`src/rtl/tts_pkg.sv`:
```
`default_nettype none

package tts_pkg;

    // Port field widths
    localparam int POS_W   = 32;
    localparam int SPD_W   = 24;
    localparam int FLOOR_W = 23;
    localparam int SEC_W   = 31;
    localparam int NS_W    = 30;

    // Internal datapath widths
    localparam int DIFF_W    = POS_W;
    localparam int SQ_W      = 2 * DIFF_W;
    localparam int SSQ_W     = SQ_W + 2;
    localparam int ROOT_W    = SSQ_W / 2;
    localparam int SREM_W    = ROOT_W + 1;
    localparam int DEN_W     = SPD_W + 1;
    localparam int SCALE_W   = 31;
    localparam int PROD_W    = 64;
    localparam int ELAPSED_W = SEC_W + SEC_W - 1;
    localparam int CNT_W     = 6;

    localparam logic [FLOOR_W-1:0]   MIN_SPEED_RST = 23'd512;
    localparam logic [SCALE_W-1:0]   SEG_SCALE     = 31'd2000000000;
    localparam logic [NS_W-1:0]      NS_PER_S      = 30'd1000000000;
    localparam logic [ELAPSED_W-1:0] ELAPSED_CAP   = 61'd2147483647999999999;

    // Step counts, loaded as count - 1
    localparam logic [CNT_W-1:0] MUL_CNT   = CNT_W'(DIFF_W - 1);
    localparam logic [CNT_W-1:0] SQRT_CNT  = CNT_W'(ROOT_W - 1);
    localparam logic [CNT_W-1:0] SCALE_CNT = CNT_W'(ROOT_W - 1);
    localparam logic [CNT_W-1:0] DIV_CNT   = CNT_W'(PROD_W - 1);
    localparam logic [CNT_W-1:0] SPLIT_CNT = CNT_W'(SEC_W - 1);

    typedef enum logic [9:0] {
        ST_IDLE  = 10'b0000000001,
        ST_MUL   = 10'b0000000010,
        ST_SUMSQ = 10'b0000000100,
        ST_SQRT  = 10'b0000001000,
        ST_SCALE = 10'b0000010000,
        ST_DIV   = 10'b0000100000,
        ST_ACC   = 10'b0001000000,
        ST_SAT   = 10'b0010000000,
        ST_SPLIT = 10'b0100000000,
        ST_DONE  = 10'b1000000000
    } state_t;

endpackage

`default_nettype wire

```
`src/rtl/trajectory_time_stamping.sv`:
```
// A later point passes squaring, sum of squares, root, scale multiply, divide, accumulate, saturate
// and seconds split; a first point goes straight to the split. One point at a time: the next is
// taken once the result is registered. The steps come from the bit-serial squarers (32 steps),
// the root (33), the scale multiply (33), the 64-step divide and the 31-step seconds split.
// Reset (synchronous, aresetn low): idle, output empty, previous point and elapsed time zero,
// min_speed 512.
`default_nettype none

module trajectory_time_stamping (
    input  logic                                 aclk,
    input  logic                                 aresetn,
    input  logic                                 cfg_we,
    input  logic [tts_pkg::FLOOR_W-1:0]          cfg_wdata,
    input  logic                                 s_valid,
    output logic                                 s_ready,
    input  logic                                 s_first,
    input  logic signed [tts_pkg::POS_W-1:0]     s_x_pos,
    input  logic signed [tts_pkg::POS_W-1:0]     s_y_pos,
    input  logic signed [tts_pkg::SPD_W-1:0]     s_speed,
    output logic                                 m_valid,
    input  logic                                 m_ready,
    output logic [tts_pkg::SEC_W-1:0]            m_seconds,
    output logic [tts_pkg::NS_W-1:0]             m_nanoseconds
);
    import tts_pkg::*;

    // Control and architectural state
    state_t                 state_reg, state_next;
    logic [CNT_W-1:0]       cnt_reg, cnt_next;
    logic                   m_valid_reg, m_valid_next;
    logic [FLOOR_W-1:0]     min_speed_reg, min_speed_next;
    logic [POS_W-1:0]       prev_x_reg, prev_x_next;
    logic [POS_W-1:0]       prev_y_reg, prev_y_next;
    logic [SPD_W-1:0]       prev_speed_reg, prev_speed_next;
    logic [ELAPSED_W-1:0]   elapsed_reg, elapsed_next;

    // Datapath
    logic [DIFF_W-1:0]      dx_reg, dx_next;
    logic [DIFF_W-1:0]      dy_reg, dy_next;
    logic [SQ_W-1:0]        px_reg, px_next;
    logic [SQ_W-1:0]        py_reg, py_next;
    logic [DEN_W-1:0]       spd_sum_reg, spd_sum_next;
    logic [DEN_W-1:0]       den_reg, den_next;
    logic [SSQ_W-1:0]       sqv_reg, sqv_next;
    logic [ROOT_W-1:0]      root_reg, root_next;
    logic [SREM_W-1:0]      srem_reg, srem_next;
    logic [PROD_W-1:0]      prod_reg, prod_next;
    logic [DEN_W-1:0]       drem_reg, drem_next;
    logic [NS_W-1:0]        nsr_reg, nsr_next;
    logic [SEC_W-1:0]       sec_reg, sec_next;
    logic [SEC_W-1:0]       m_seconds_reg, m_seconds_next;
    logic [NS_W-1:0]        m_ns_reg, m_ns_next;

    // Combinational helpers
    logic [POS_W:0]         x_diff, y_diff;
    logic [DIFF_W-1:0]      x_abs, y_abs;
    logic [DIFF_W:0]        px_add, py_add;
    logic [SSQ_W-1:0]       ssq;
    logic [DEN_W-1:0]       spd_mag, two_floor;
    logic [FLOOR_W-1:0]     floor_v;
    logic [SREM_W+1:0]      s_try, s_trial;
    logic [SCALE_W:0]       sc_add;
    logic [DEN_W:0]         d_try;
    logic                   d_q;
    logic [ELAPSED_W-1:0]   el_sat;
    logic [NS_W:0]          sp_try;
    logic                   sp_q;
    logic                   s_xfer;

    assign s_ready       = (state_reg == ST_IDLE);
    assign s_xfer        = s_valid && s_ready;
    assign m_valid       = m_valid_reg;
    assign m_seconds     = m_seconds_reg;
    assign m_nanoseconds = m_ns_reg;

    always_comb begin
        x_diff = {s_x_pos[POS_W-1], s_x_pos} - {prev_x_reg[POS_W-1], prev_x_reg};
        y_diff = {s_y_pos[POS_W-1], s_y_pos} - {prev_y_reg[POS_W-1], prev_y_reg};
        x_abs  = x_diff[POS_W] ? DIFF_W'(-x_diff) : x_diff[DIFF_W-1:0];
        y_abs  = y_diff[POS_W] ? DIFF_W'(-y_diff) : y_diff[DIFF_W-1:0];

        px_add = {1'b0, px_reg[SQ_W-1:DIFF_W]} + {1'b0, dx_reg};
        py_add = {1'b0, py_reg[SQ_W-1:DIFF_W]} + {1'b0, dy_reg};

        ssq = {2'b00, px_reg} + {2'b00, py_reg};

        spd_mag   = spd_sum_reg[DEN_W-1] ? DEN_W'(-spd_sum_reg) : spd_sum_reg;
        floor_v   = (min_speed_reg == '0) ? FLOOR_W'(1) : min_speed_reg;
        two_floor = {1'b0, floor_v, 1'b0};

        s_try   = {srem_reg, sqv_reg[SSQ_W-1 -: 2]};
        s_trial = {1'b0, root_reg, 2'b01};

        sc_add = {1'b0, prod_reg[PROD_W-1:ROOT_W]} + {1'b0, SEG_SCALE};

        d_try = {drem_reg, prod_reg[PROD_W-1]};
        d_q   = (d_try >= {1'b0, den_reg});

        el_sat = (prod_reg > {3'b000, ELAPSED_CAP}) ? ELAPSED_CAP
                                                    : prod_reg[ELAPSED_W-1:0];

        sp_try = {nsr_reg, sec_reg[SEC_W-1]};
        sp_q   = (sp_try >= {1'b0, NS_PER_S});
    end

    always_comb begin
        state_next      = state_reg;
        cnt_next        = cnt_reg;
        m_valid_next    = m_valid_reg && !m_ready;
        min_speed_next  = cfg_we ? cfg_wdata : min_speed_reg;
        prev_x_next     = prev_x_reg;
        prev_y_next     = prev_y_reg;
        prev_speed_next = prev_speed_reg;
        elapsed_next    = elapsed_reg;
        dx_next         = dx_reg;
        dy_next         = dy_reg;
        px_next         = px_reg;
        py_next         = py_reg;
        spd_sum_next    = spd_sum_reg;
        den_next        = den_reg;
        sqv_next        = sqv_reg;
        root_next       = root_reg;
        srem_next       = srem_reg;
        prod_next       = prod_reg;
        drem_next       = drem_reg;
        nsr_next        = nsr_reg;
        sec_next        = sec_reg;
        m_seconds_next  = m_seconds_reg;
        m_ns_next       = m_ns_reg;

        unique case (state_reg)
            ST_IDLE: begin
                if (s_xfer) begin
                    prev_x_next     = s_x_pos;
                    prev_y_next     = s_y_pos;
                    prev_speed_next = s_speed;
                    dx_next         = x_abs;
                    dy_next         = y_abs;
                    px_next         = {{DIFF_W{1'b0}}, x_abs};
                    py_next         = {{DIFF_W{1'b0}}, y_abs};
                    spd_sum_next    = {s_speed[SPD_W-1], s_speed}
                                    + {prev_speed_reg[SPD_W-1], prev_speed_reg};
                    if (s_first) begin
                        // restart the trajectory at time zero
                        elapsed_next = '0;
                        nsr_next     = '0;
                        sec_next     = '0;
                        cnt_next     = SPLIT_CNT;
                        state_next   = ST_SPLIT;
                    end else begin
                        cnt_next   = MUL_CNT;
                        state_next = ST_MUL;
                    end
                end
            end
            ST_MUL: begin
                // shift-add squaring, one multiplier bit a cycle
                px_next = px_reg[0] ? {px_add, px_reg[DIFF_W-1:1]}
                                    : {1'b0, px_reg[SQ_W-1:1]};
                py_next = py_reg[0] ? {py_add, py_reg[DIFF_W-1:1]}
                                    : {1'b0, py_reg[SQ_W-1:1]};
                cnt_next = cnt_reg - 1'b1;
                if (cnt_reg == '0) begin
                    state_next = ST_SUMSQ;
                end
            end
            ST_SUMSQ: begin
                sqv_next   = ssq;
                root_next  = '0;
                srem_next  = '0;
                den_next   = (spd_mag > two_floor) ? spd_mag : two_floor;
                cnt_next   = SQRT_CNT;
                state_next = ST_SQRT;
            end
            ST_SQRT: begin
                // one root bit per cycle from the top bit pair
                if (s_try >= s_trial) begin
                    srem_next = SREM_W'(s_try - s_trial);
                    root_next = {root_reg[ROOT_W-2:0], 1'b1};
                end else begin
                    srem_next = s_try[SREM_W-1:0];
                    root_next = {root_reg[ROOT_W-2:0], 1'b0};
                end
                sqv_next = {sqv_reg[SSQ_W-3:0], 2'b00};
                cnt_next = cnt_reg - 1'b1;
                if (cnt_reg == '0) begin
                    prod_next  = {{(PROD_W-ROOT_W){1'b0}}, root_next};
                    cnt_next   = SCALE_CNT;
                    state_next = ST_SCALE;
                end
            end
            ST_SCALE: begin
                prod_next = prod_reg[0] ? {sc_add, prod_reg[ROOT_W-1:1]}
                                        : {1'b0, prod_reg[PROD_W-1:1]};
                cnt_next  = cnt_reg - 1'b1;
                if (cnt_reg == '0) begin
                    drem_next  = '0;
                    cnt_next   = DIV_CNT;
                    state_next = ST_DIV;
                end
            end
            ST_DIV: begin
                // restoring divide, quotient shifts in behind the dividend
                drem_next = d_q ? DEN_W'(d_try - {1'b0, den_reg}) : d_try[DEN_W-1:0];
                prod_next = {prod_reg[PROD_W-2:0], d_q};
                cnt_next  = cnt_reg - 1'b1;
                if (cnt_reg == '0) begin
                    state_next = ST_ACC;
                end
            end
            ST_ACC: begin
                prod_next  = {3'b000, elapsed_reg} + prod_reg;
                state_next = ST_SAT;
            end
            ST_SAT: begin
                elapsed_next = el_sat;
                nsr_next     = el_sat[ELAPSED_W-1:SEC_W];
                sec_next     = el_sat[SEC_W-1:0];
                cnt_next     = SPLIT_CNT;
                state_next   = ST_SPLIT;
            end
            ST_SPLIT: begin
                // divide by one billion, one seconds bit a cycle
                nsr_next = sp_q ? NS_W'(sp_try - {1'b0, NS_PER_S}) : sp_try[NS_W-1:0];
                sec_next = {sec_reg[SEC_W-2:0], sp_q};
                cnt_next = cnt_reg - 1'b1;
                if (cnt_reg == '0) begin
                    state_next = ST_DONE;
                end
            end
            ST_DONE: begin
                // hold until the output register is free
                if (!m_valid_reg || m_ready) begin
                    m_valid_next   = 1'b1;
                    m_seconds_next = sec_reg;
                    m_ns_next      = nsr_reg;
                    state_next     = ST_IDLE;
                end
            end
            default: begin
                state_next = ST_IDLE;
            end
        endcase
    end

    always_ff @(posedge aclk) begin
        if (!aresetn) begin
            state_reg      <= ST_IDLE;
            cnt_reg        <= '0;
            m_valid_reg    <= 1'b0;
            min_speed_reg  <= MIN_SPEED_RST;
            prev_x_reg     <= '0;
            prev_y_reg     <= '0;
            prev_speed_reg <= '0;
            elapsed_reg    <= '0;
        end else begin
            state_reg      <= state_next;
            cnt_reg        <= cnt_next;
            m_valid_reg    <= m_valid_next;
            min_speed_reg  <= min_speed_next;
            prev_x_reg     <= prev_x_next;
            prev_y_reg     <= prev_y_next;
            prev_speed_reg <= prev_speed_next;
            elapsed_reg    <= elapsed_next;
        end
        dx_reg        <= dx_next;
        dy_reg        <= dy_next;
        px_reg        <= px_next;
        py_reg        <= py_next;
        spd_sum_reg   <= spd_sum_next;
        den_reg       <= den_next;
        sqv_reg       <= sqv_next;
        root_reg      <= root_next;
        srem_reg      <= srem_next;
        prod_reg      <= prod_next;
        drem_reg      <= drem_next;
        nsr_reg       <= nsr_next;
        sec_reg       <= sec_next;
        m_seconds_reg <= m_seconds_next;
        m_ns_reg      <= m_ns_next;
    end

endmodule

`default_nettype wire

```
`config.mk`:
```
export PLATFORM = sky130hd
export DESIGN_NAME = trajectory_time_stamping
export DESIGN_NICKNAME = d
export VERILOG_FILES = /design/src/rtl/tts_pkg.sv /design/src/rtl/trajectory_time_stamping.sv
export SDC_FILE = /design/constraint.sdc
export NUM_CORES = 2
export LEC_CHECK = 0
export BUFFER_PORTS_ARGS = -buffer_cell sky130_fd_sc_hd__buf_2
export CAP_MARGIN = 40
export CORE_UTILIZATION = 45
export CTS_CLUSTER_DIAMETER = 120
export DETAILED_ROUTE_END_ITERATION = 10
export GPL_ROUTABILITY_DRIVEN = 1
export PLACE_DENSITY = 0.65
export SYNTH_ARGS = -nofsm -noshare
export SYNTH_HDL_FRONTEND = slang
export SYNTH_SLANG_ARGS = --single-unit
```
`constraint.sdc`:
```
create_clock -name aclk -period 10.6 [get_ports aclk]
set_input_delay 0 -clock aclk [delete_from_list [all_inputs] [get_ports aclk]]
set_output_delay 0 -clock aclk [all_outputs]
set_load 0.01 [all_outputs]
```
==> summary.md <==
| Metric | Value |
|---|---|
| F_max | `~200 MHz` |
| Gpl congestion | `about 0.9` |
| Required time worst endpoint | `about 11000 ps` |
| # rows | `~120` |
| Compound-Gate Fraction of Synth Area | `0.192` |
| Most common cell after layout, fill and taps aside | `nand2_1` |
| Vias per Instance | `between 5 and 6` |
| WS Path Type | `flip-flop to flip-flop` |
| Avg Cell Area, Syn | `9.54 um2` |
| Setup TNS | `0 ps` |
| Worst-Margin Slew | `~950 ps` |
| R2R Path Start | `spd_sum_reg[0]` |
| Worst R2R Setup Slack | `5680 ps` |
| Synthesis Warnings | `0` |
| Most used cells in the layout excluding fill and tap cells | `593 x nand2_1, 586 x edfxtp_1, 445 x nor2_1` |
| Proportion of synthesized area in mux cells | `0.0455` |
| Critical Path Stages | `18` |
| First-pass GRT wire length | `between 200000 and 250000 um` |
| DIE WIDTH | `around 340 um` |
| Sequential fraction of the synthesis area | `0.419` |
| CP endpoint | `den_reg[10]` |
| Crit-path leading delay family | `simple AND/OR/NAND/NOR gates` |
| Final setup viols | `0` |
| Met3 wire length | `a little under 7000 um` |
| Distinct cells, synth | `96` |
| Post-Syn Nets | `5845` |
| H-tree lvl count | `3` |
| Clk sinks | `around 780` |
| Number of flip-flops under the largest register name | `between 60 and 70` |
| Total Routing Usage GR | `0.231` |
| Top_reg_cell synth | `edfxtp_1` |
| Max-cap violations | `0` |
| Max-slew headroom | `0.370` |
| Pleak | `around 23 nW` |
| R2R cell count | `18` |
| Largest family of logic cells by synthesized area | `compound AO/OA/AOI/OAI gates` |
| Nets | `~6200` |
| Simple-gate portion of the synthesized area | `0.143` |
| TritonCTS buffer count | `just over 90` |
| Total Routed Length | `136000 um` |
| Post-synth EDFFs | `a little under 600` |
| Mapped cell area | `approximately 0.051 mm2` |
| Layout cells sized above 1 | `0.0927` |
| Post-synth top area share | `0.345` |
| Via Count | `roughly 41000` |
| Setup repair after global routing missed its margin | `false` |
| DRT iter0 DRCs | `approximately 3200` |
| Clock skew | `23.8 ps` |
| WL/cell | `approximately 19 um` |
| Xor/xnor share of the synthesized area | `0.0717` |
| Pins over their slew limit | `0` |
| Critical path's largest stage delay | `around 460 ps` |
| Adder-cell share of the synthesized area | `0.0930` |
| Tcrit/Tclk final | `0.464` |
| Gate Count Post-Synth | `between 5000 and 6000` |
| Final HPWL DP | `97700 um` |
| Yosys reg bits | `775` |
| Setup crit end kind | `flip-flop` |
| # IOs | `180` |
| Vias in the first global route | `39800` |
| Status | `completed` |
| Maximum VDD drop | `about 0.00019 V` |
| Power per cell area | `251 mW/mm2` |
| Initial Util | `0.454` |
| Antenna violations before repair | `4` |
| Area growth, synth to finish | `14.7%` |
| CTS tree | `done` |
| Core area | `between 0.1 and 0.15 mm2` |
| Critical path launch point type | `flip-flop` |
| Buffers on Ports | `~180` |
| Hold Vio Cnt, Final | `0` |
| End of the worst register-to-register path | `den_reg[10]` |
| Clk buf depth | `3` |
| Remaining antenna violation count | `0` |
| Area contributors post-synth | `edfxtp_1 34%, ha_1 9.0%, dfxtp_1 7.4%` |
| Die Ht | `~340 um` |
| Skew-Pair Late Insertion Delay | `680 ps` |
| Dominant cell type by area after synthesis | `edfxtp_1` |
| Slowest CP cell | `or4_1` |
| Reg clk slew, reported paths | `60 ps` |
| Arrival @ worst endpoint | `between 5000 and 6000 ps` |
| Clk root buf | `clkbuf_16` |
| # DRC | `0` |
| Final min period | `just under 5000 ps` |
| CP Cell Sequence | `inv_1, ha_1, nand2b_1, nor2_1, nand2_1, or2_1, or4_1, or3_1, or3_1, o31ai_1, xnor2_1, ha_1, a2111oi_0, nand2_1, a21oi_1, o21bai_2, buf_4, mux2_2` |
| Met1 wire length | `about 62000 um` |
| Max Used Layer | `met4` |
| Post-synth ARST share | `0` |
| Buffers and inverters on the worst path | `2` |
| Max FO, Critical Path | `18` |
| Pin count of the biggest net entering global routing | `94` |
| Pre-Repair DR Iteration Count | `6` |
| Die Area | `approximately 0.11 mm2` |
| Met2 wire length | `~63000 um` |
| Aggregate global routing overflow | `0` |
| Worst Setup SP | `spd_sum_reg[0]` |
| HP Class | `input port to flip-flop` |
| Total Power | `0.0147 W` |
-- what timing repair did --
item / in CTS / in global routing
endpoints found under the setup margin: 0 / 0
endpoints found under the hold margin: 164 / 0
hold buffers: 205 / 0
setup buffers: 0 / 0
gates resized for setup: 0 / 0
-- worst min path at each step --
stage	endpoint	slack, ps	startpoint	cells past startpoint
after floorplan	min_speed_reg[9]	130	cfg_wdata[9]	2
final	prev_y_reg[1]	150	s_y_pos[1]	4
after CTS	prev_y_reg[8]	110	s_y_pos[8]	4
after detailed placement	min_speed_reg[9]	250	cfg_wdata[9]	3
after global routing	prev_y_reg[3]	130	s_y_pos[3]	4
after global placement	min_speed_reg[9]	240	cfg_wdata[9]	3
-- worst min-delay path: cells and delay by family --
family / cells / cell delay (ps)
buffers and inverters: 2 / 660
AOI/OAI and AO/OA: 1 / 60
and+or+nand+nor: 1 / 50
-- layout make-up --
class,instances,area (um2)
antenna,8,20.0
clock buffer,117,2480
clock inverter,53,472
fill,10100,53900
inverter,260,977
multi-input combinational,4104,28000
sequential,775,21400
tap,1500,1880
timing repair buffer,432,3450
-- synth_stat cells, drive strengths merged (28+ instances only) --
| cell type | number |
|---|---|
| nand2 | 596 |
| edfxtp | 586 |
| nor2 | 445 |
| a21oi | 380 |
| ha | 367 |
| o21ai | 339 |
| xnor2 | 272 |
| inv | 260 |
| dfxtp | 189 |
| a21o | 188 |
| clkbuf | 183 |
| a21boi | 167 |
| xor2 | 146 |
| mux2i | 127 |
| mux2 | 93 |
| nand3 | 86 |
| nor2b | 72 |
| nand2b | 57 |
| nor3 | 55 |
| o21bai | 53 |
| o21a | 49 |
| nand4 | 46 |
| a31oi | 42 |
| o31ai | 36 |
| or3 | 36 |
| and3 | 33 |
| a22oi | 32 |
| a211oi | 31 |
| buf | 31 |
| and2 | 29 |
| a221oi | 28 |
-- logic make-up after synthesis --
family | after synthesis
and+or+nand+nor | 1578
AOI/OAI and AO/OA | 1513
DFF | 775
buffers and inverters | 474
xor gates and xnor gates | 418
adders and majority gates | 375
muxes | 220
-- routing by layer --
layer,track usage,up-vias
met4,0.0762,0
met2,0.380,1099
met1,0.314,19700
met5,0,-
li1,-,20200
met3,0.0307,225
-- where the power goes --
part | switching [W] | total [W] | internal (W)
Combinational | 0.00394 | 0.00683 | 0.00289
Sequential | 0.000522 | 0.00478 | 0.00426
Clock | 0.00133 | 0.00310 | 0.00177
Total | 0.00579 | 0.0147 | 0.00892
-- through the flow --
step | hold WS, ps | util | cells | cell area [um2] | worst slack, ps
final | 150 | 0.521 | 7249 | 58600 | 5680
after global routing | 133 | 0.521 | 7245 | 58600 | 5260
after CTS | 107 | 0.521 | 7239 | 58600 | 5690
after detailed placement | 253 | 0.476 | 6864 | 53600 | 5730
after global placement | 241 | 0.474 | 6851 | 53300 | 5630
after floorplan | 130 | - | 5353 | 51100 | 2790
No activity file was read; power rests on OpenSTA's default activity.
